<file path="src/assert_macros.svh">
// Assertion macros shared by the face size histogram binner RTL.
// Depends on nothing; included by modules that carry assertions.
`ifndef ASSERT_MACROS_SVH
`define ASSERT_MACROS_SVH

// Invariant that must hold at every edge out of reset.
`define FSHB_ASSERT(lbl, clk, rst_n, cond) \
  lbl: assert property (@(posedge clk) disable iff (!rst_n) (cond)) \
    else $error("fshb assertion failed");

// Antecedent on one edge implies consequent on the next edge.
`define FSHB_ASSERT_NEXT(lbl, clk, rst_n, ante, cons) \
  lbl: assert property (@(posedge clk) disable iff (!rst_n) (ante) |=> (cons)) \
    else $error("fshb assertion failed");

`endif

</file>
<file path="src/fshb_pkg.sv">
// Package for the face size histogram binner: command/result types, states.
// Depends on nothing.
package fshb_pkg;

  localparam int MAX_BINS   = 64;
  localparam int BIN_AW     = 6;
  localparam int SIZE_W     = 6;
  localparam int TOL_W      = 16;
  localparam int OUT_CNT_W  = 20;
  localparam int TOT_W      = 7;
  localparam int KIND_W     = 3;
  localparam int CFG_IDX_W  = 2;

  localparam logic [KIND_W-1:0] KIND_ADD   = 3'd0;
  localparam logic [KIND_W-1:0] KIND_BUILD = 3'd1;
  localparam logic [KIND_W-1:0] KIND_MAP   = 3'd2;
  localparam logic [KIND_W-1:0] KIND_QUERY = 3'd3;
  localparam logic [KIND_W-1:0] KIND_CLEAR = 3'd4;

  localparam logic [CFG_IDX_W-1:0] REG_MASTER = 2'd0;
  localparam logic [CFG_IDX_W-1:0] REG_SLAVE  = 2'd1;

  localparam logic [TOL_W-1:0] MASTER_RST = 16'd307;
  localparam logic [TOL_W-1:0] SLAVE_RST  = 16'd282;
  localparam logic [TOL_W-1:0] SLAVE_MIN  = 16'd256;

  typedef enum logic [2:0] {
    OP_ADD, OP_BUILD, OP_MAP, OP_QUERY, OP_CLEAR, OP_NOP
  } op_t;

  typedef struct packed {
    op_t               op;
    logic              size_bad;
    logic [SIZE_W-1:0] fsz;
    logic [SIZE_W-1:0] bin_number;
  } cmd_t;

  typedef struct packed {
    logic [SIZE_W-1:0]    bin_index;
    logic [SIZE_W-1:0]    bin_max_size;
    logic [OUT_CNT_W-1:0] bin_face_count;
    logic [TOT_W-1:0]     total_bins;
    logic                 last;
    logic                 overflow;
  } res_t;

  typedef enum logic [4:0] {
    S_IDLE, S_ADD_WR, S_BM1, S_BM2, S_BCMP,
    S_WRD, S_WEV, S_WM1, S_WM2, S_WCMP, S_WACC, S_WEND,
    S_DISP, S_ERD, S_EOUT, S_MRD, S_MCHK, S_QRD, S_QOUT, S_EMIT
  } st_t;

endpackage

</file>
<file path="src/fshb_front.sv">
// Front end: accepts input items, decodes the kind, queues two commands.
// Depends on fshb_pkg.
module fshb_front #(
  parameter int SIZE_SLOTS = 64
) (
  input  logic                       clk,
  input  logic                       rst_n,
  input  logic                       in_push,
  output logic                       in_full,
  input  logic [fshb_pkg::KIND_W-1:0] in_kind,
  input  logic [fshb_pkg::SIZE_W-1:0] in_face_size,
  input  logic [fshb_pkg::SIZE_W-1:0] in_bin_number,
  output logic                       cmd_valid,
  output fshb_pkg::cmd_t             cmd,
  input  logic                       cmd_pop
);
  fshb_pkg::cmd_t q_r [2];
  logic       wp_r, rp_r;
  logic [1:0] cnt_r;
  fshb_pkg::cmd_t dec;
  logic push_ok;

  always_comb begin
    dec.fsz        = in_face_size;
    dec.bin_number = in_bin_number;
    dec.size_bad   = ({1'b0, in_face_size} >= 7'(SIZE_SLOTS));
    unique case (in_kind)
      fshb_pkg::KIND_ADD:   dec.op = fshb_pkg::OP_ADD;
      fshb_pkg::KIND_BUILD: dec.op = fshb_pkg::OP_BUILD;
      fshb_pkg::KIND_MAP:   dec.op = fshb_pkg::OP_MAP;
      fshb_pkg::KIND_QUERY: dec.op = fshb_pkg::OP_QUERY;
      fshb_pkg::KIND_CLEAR: dec.op = fshb_pkg::OP_CLEAR;
      default:              dec.op = fshb_pkg::OP_NOP;
    endcase
  end

  assign in_full   = (cnt_r == 2'd2);
  assign push_ok   = in_push && !in_full;
  assign cmd_valid = (cnt_r != 2'd0);
  assign cmd       = q_r[rp_r];

  always_ff @(posedge clk) begin
    if (push_ok) begin
      q_r[wp_r] <= dec;
    end
    if (!rst_n) begin
      wp_r  <= 1'b0;
      rp_r  <= 1'b0;
      cnt_r <= 2'd0;
    end else begin
      if (push_ok) begin
        wp_r <= ~wp_r;
      end
      if (cmd_pop) begin
        rp_r <= ~rp_r;
      end
      cnt_r <= cnt_r + 2'(push_ok) - 2'(cmd_pop);
    end
  end
endmodule

</file>
<file path="config.mk">
export PLATFORM = sky130hd
export DESIGN_NAME = fshb_front
export DESIGN_NICKNAME = d
export VERILOG_FILES = /design/src/assert_macros.svh /design/src/fshb_pkg.sv /design/src/fshb_front.sv
export SDC_FILE = /design/constraint.sdc
export NUM_CORES = 1
export LEC_CHECK = 0
export ABC_AREA = 1
export BUFFER_PORTS_ARGS = -buffer_cell sky130_fd_sc_hd__buf_4
export CAP_MARGIN = 15
export CORE_MARGIN = 8
export CORE_UTILIZATION = 44
export DETAILED_ROUTE_END_ITERATION = 10
export PLACE_DENSITY = 0.74
export SLEW_MARGIN = 10
export SYNTH_ARGS = -nofsm -noshare
export SYNTH_HDL_FRONTEND = slang
export SYNTH_SLANG_ARGS = --single-unit
</file>
<file path="constraint.sdc">
create_clock -name clk -period 1.7 [get_ports clk]
set_clock_uncertainty 0.15 [all_clocks]
set_input_delay 0 -clock clk [delete_from_list [all_inputs] [get_ports clk]]
set_output_delay 0 -clock clk [all_outputs]
set_load 0.05 [all_outputs]
</file>
### Word level (Yosys, flattened, before mapping)

Memory sizes are Yosys's and may differ from the RTL's. A register that Yosys moved wholly into a read port is not among the register bits.
Cells that the tools add are included.

* $add $sub $neg: 2
* equality and inequality tests: 5
* muxes and demuxes: 5
* bitwise operators: 2
* reductions and logical operators: 4

Operators with widths (number)
* 3-bit case mux with 5 select lines: 1
* 3-bit by 2-bit == test with 1-bit output, second input constant: 2
* 1-bit 2-to-1 mux: 4
* 3-bit by 1-bit == test with 1-bit output, second input constant: 1
* 3-bit == test, second input constant: 1
* 3-bit zero test: 1
* 2-bit by 1-bit adder with 2-bit output: 1
* 2-bit == test, second input constant: 1
* 1-bit inverter: 2
* 2-bit nonzero test: 1
* 2-bit by 1-bit subtractor with 2-bit output: 1
* 1-bit logical AND: 1
* 1-bit zero test: 1

* register bits after elaboration: 4
* RAM bits: 30
* input bits: 19
* output and inout port bits: 18
* word-level logic and storage cells: 22
* memories: 1

Memory list
* q_r: depth 2, bits a word 15, rd ports 1, clocked after Yosys merged registers in 1, write ports 1, RTL line fshb_front.sv:17 `fshb_pkg::cmd_t q_r [2];`

### Longest topological paths before layout

* depth in word-level cells: 5
* mapped depth: 11
* depth with buffers taken out: 11

### Least setup slack after synthesis

OpenSTA, ideal clock, no wires.

* path type: register to register
* from: register cnt_r[0]
* to: memory q_r[0][0] (netlist bit) (enable)
* library setup time: 0.386 ns
* arrival time: 1.187 ns
* required time: 1.164 ns
* path slack: -0.023 ns
* stages on the path, launching flop included: 5
* path buffers: 0
* clock period less this slack: 1.723 ns
* path through: dfxtp_1 > inv_1 > nand2_1 > nand2_1 > nor2_1

* longest elaborated chain between the ends: 5

RTL lines
* from (decl): RTL line fshb_front.sv:19 `logic [1:0] cnt_r;`
* from (signal assigned): RTL line fshb_front.sv:57 `cnt_r <= cnt_r + 2'(push_ok) - 2'(cmd_pop);`
* 2-bit == test: RTL line fshb_front.sv:37 `assign in_full = (cnt_r == 2'd2);`
* 1-bit zero test: RTL line fshb_front.sv:38 `assign push_ok = in_push && !in_full;`
* 1-bit logical AND: RTL line fshb_front.sv:38
* 1-bit 2-to-1 mux: RTL line fshb_front.sv:43 `if (push_ok) begin`
* 1-bit 2-to-1 mux (implied by the code): RTL line fshb_front.sv:44 `q_r[wp_r] <= dec;`
* to (decl): RTL line fshb_front.sv:17

Every way passes these cells.

==> metrics.log <==
[metrics] cell count after synthesis: 88
[metrics] FF+latch count, synth: 35
[metrics] post-detailed-route via-to-cell ratio: 4.36
[metrics] maximum fanout along the worst path: 10
[metrics] Mapped Area: 0.00140 sq mm
[metrics] residual overflow from global routing: 0
[metrics] Hold Slack: 0.250 ns
[metrics] WP data arrival: 1.43 ns
[metrics] IO Count: 37
[metrics] Final Hold Viols: 0
[metrics] final cell count without fillers: 195
[metrics] CTS tree: yes
[metrics] CTS sink count: 35
[metrics] Worst Hold Depth: 2
[metrics] maximum number of pins on one net before global-route repair: 11
[metrics] result of the run: finished, final reports clean
[metrics] Port Buffer Count: 35
[metrics] Die Y: 72.5 microns
[metrics] synthesized-area fraction occupied by adder cells: 0.0178
[metrics] overall die width: 72.5 microns
[metrics] # DRC: 0
[metrics] net count of the finished layout: 172
[metrics] initial antenna violation count: 0
[metrics] Cell Count Post-Placement: 168
[metrics] maximum number of buffers from clock root to sink: 2
[metrics] maxcap violations: 0
[metrics] post-synthesis to final-layout area growth: 41.2%
[metrics] critical path start-end classification: flip-flop to output pin
[metrics] yosys warns: 0
[metrics] startpoint type of the worst setup path: flip-flop
[metrics] Comb power frac: 0.290
[metrics] clock insertion delay at the later pin of the skew report: 0.32 ns
[metrics] count of cells along the worst register-to-register path: 10
[metrics] simple-gate share of the synthesized area: 0.0526
[metrics] Int Power: 1.40 mW
[metrics] Diodes inserted: 0
[metrics] fraction of layout cells with a size suffix above 1: 0.437
[metrics] nets in the synthesized netlist: 109
[metrics] combined global-route utilization of all metal layers: 0.103
[metrics] Initial Utilization: 0.460
[metrics] post-detailed-route count of antenna-violating nets: 0
[metrics] post-route clock period utilization: 0.932
[metrics] synth unique cells: 16
[metrics] leakage power of the design: 0.846 nW
[metrics] sequential cell area: 0.00100 sq mm
[metrics] sequential cell area fraction in the yosys report: 0.713
[metrics] library cell used as clock root buffer: clkbuf_4
[metrics] multi-input logic area: 334 sq um
[metrics] endpoint kind of the worst setup timing path: output pin
[metrics] switching power share of the total: 0.304
[metrics] Die ar.: 0.00525 sq mm
[metrics] power density normalized to cell area: 1020 mW/mm^2
[metrics] CTS clock-pin slew for the worst setup and hold paths: 0.09 ns
[metrics] violation count after the first detailed-routing iteration: 31
[metrics] Synth Area in Compound Gates: 0.0125
[metrics] vias in the first global route: 944
[metrics] multiplexer area fraction after synthesis: 0.147
[metrics] Required @ worst endpoint: 1.55 ns
[metrics] switching pwr: 0.612 mW
[metrics] global-route wire length before repair: 4.11 mm
[metrics] row count: 20
[metrics] Final Wtd Congestion: 0.640
[metrics] Synth Area in XOR/XNOR: 0
[metrics] portion of total power attributed to sequential cells: 0.519
[metrics] final critical delay including setup and external delays: 1.58 ns
[metrics] maximum vdd drop: 0.684 mV
[metrics] final setup violating endpoints: 0
[metrics] reg-to-reg slack, setup: 0.13 ns
[metrics] largest family of logic cells by synthesized area: multiplexers
[metrics] first drt pass iteration count: 4
[metrics] achievable frequency: 0.631 GHz
[metrics] fin. max-slew vios: 0
[metrics] Fill cells: 241
[metrics] average cell area after synthesis: 16.0 sq um
[metrics] number of buffers created by CTS: 5
[metrics] Hold WC Path Type: primary input to flip-flop
[metrics] per-cell routed wire length: 12.3 microns
[metrics] number of vias in the routed layout: 851
[metrics] DRT Wirelength: 2.39 mm
[metrics] Post-DP HPWL: 1.68 mm
[metrics] clock share of power: 0.191
[metrics] CTS H-tree depth: 2
[metrics] placeable core region: 0.00305 sq mm
## worst max-delay path, cell delays in order, from the launching register on
cell and delay [ns]:
dfxtp_1 0.34, buf_4 0.22, mux2_2 0.36, buf_4 0.19
## routing by layer
| layer | routed length, microns | vias to the layer above | global-route usage |
|---|---|---|---|
| met4 | 27 | 0 | 0.0422 |
| met2 | 1110 | 30 | 0.176 |
| met5 | 0 | - | 0 |
| li1 | - | 427 | - |
| met3 | 199 | 4 | 0.0537 |
| met1 | 1060 | 390 | 0.104 |
## state kept, by name, summed over array words and instances (netlist names), named ones only
signal,count
wp_r,1
q_r,30
rp_r,1
cnt_r,2
## final timing paths
check	start	end
max	flip-flop	cmd[15]
min	in_bin_number[4]	q_r[1][4]
max reg2reg	cnt_r[0]	cnt_r[1]
min reg2reg	rp_r	flip-flop
## cell usage after synthesis (all sizes together)
| cell type | number | area [sq um] |
|---|---|---|
| ha | 2 | 25.0 |
| nand3 | 2 | 10.0 |
| nor2 | 7 | 26.3 |
| conb | 1 | 3.75 |
| mux2 | 15 | 206 |
| dfxtp | 5 | 100 |
| buf | 3 | 38.8 |
| a21oi | 2 | 10.0 |
| clkbuf | 1 | 3.75 |
| nand2 | 10 | 37.5 |
| inv | 9 | 33.8 |
| a21o | 1 | 7.51 |
| edfxtp | 30 | 901 |
## placed cells by master, fill, tap and decap left out, drive strengths merged
cell,count
a21oi,2
buf,41
clkbuf,5
ha,2
mux2,15
conb,1
clkinv,2
nand2,10
nor2,7
edfxtp,30
inv,9
a21o,1
dfxtp,5
dlygate4sd3,19
nand3,2
## what timing repair did
| action | CTS | global route |
|---|---|---|
| hold buffers | 19 | 0 |
| setup endpoints to repair | 0 | 1 |
| hold endpoints to repair | 35 | 0 |
| setup buffers | 0 | 1 |
| resized for setup | 0 | 3 |
## cells by family after synthesis
| family | count (synthesis) |
|---|---|
| other | 1 |
| AOI/OAI and AO/OA | 3 |
| and+or+nand+nor | 19 |
| adders and majority gates | 2 |
| DFF | 35 |
| muxes | 15 |
| buffers and inverters | 13 |
## power by group through the flow
stage                     sequential (mW)  clock, mW  combinational [mW]
after CTS                            1.04      0.408               0.582
final                                1.05      0.386               0.585
after global routing                 1.05      0.444               0.626
after floorplan                      1.06          0               0.385
after detailed placement             1.06          0               0.546
after global placement               1.06          0               0.537
## final cells by class
cell class                      instances  area share
Multi-Input combinational cell         40       0.169
Tap cell                               44      0.0278
Clock inverter                          2     0.00442
Timing Repair Buffer                   60       0.258
Inverter                                9      0.0170
Clock buffer                            5      0.0189
Sequential cell                        35       0.506
## metrics by stage
stage / util / total power, mW / TNS (ns) / setup WS (ns) / area (sq um)
floorplan: - / 1.44 / 0 / 0.156 / 1410
global placement: 0.567 / 1.60 / 0 / 0.131 / 1730
detailed placement: 0.567 / 1.61 / 0 / 0.0550 / 1730
CTS: 0.645 / 2.03 / 0 / 0.0394 / 1970
global route: 0.649 / 2.12 / -0.000742 / -0.000742 / 1980
finish: 0.649 / 2.02 / 0 / 0.116 / 1980
Power figures use the tool's default switching activity.
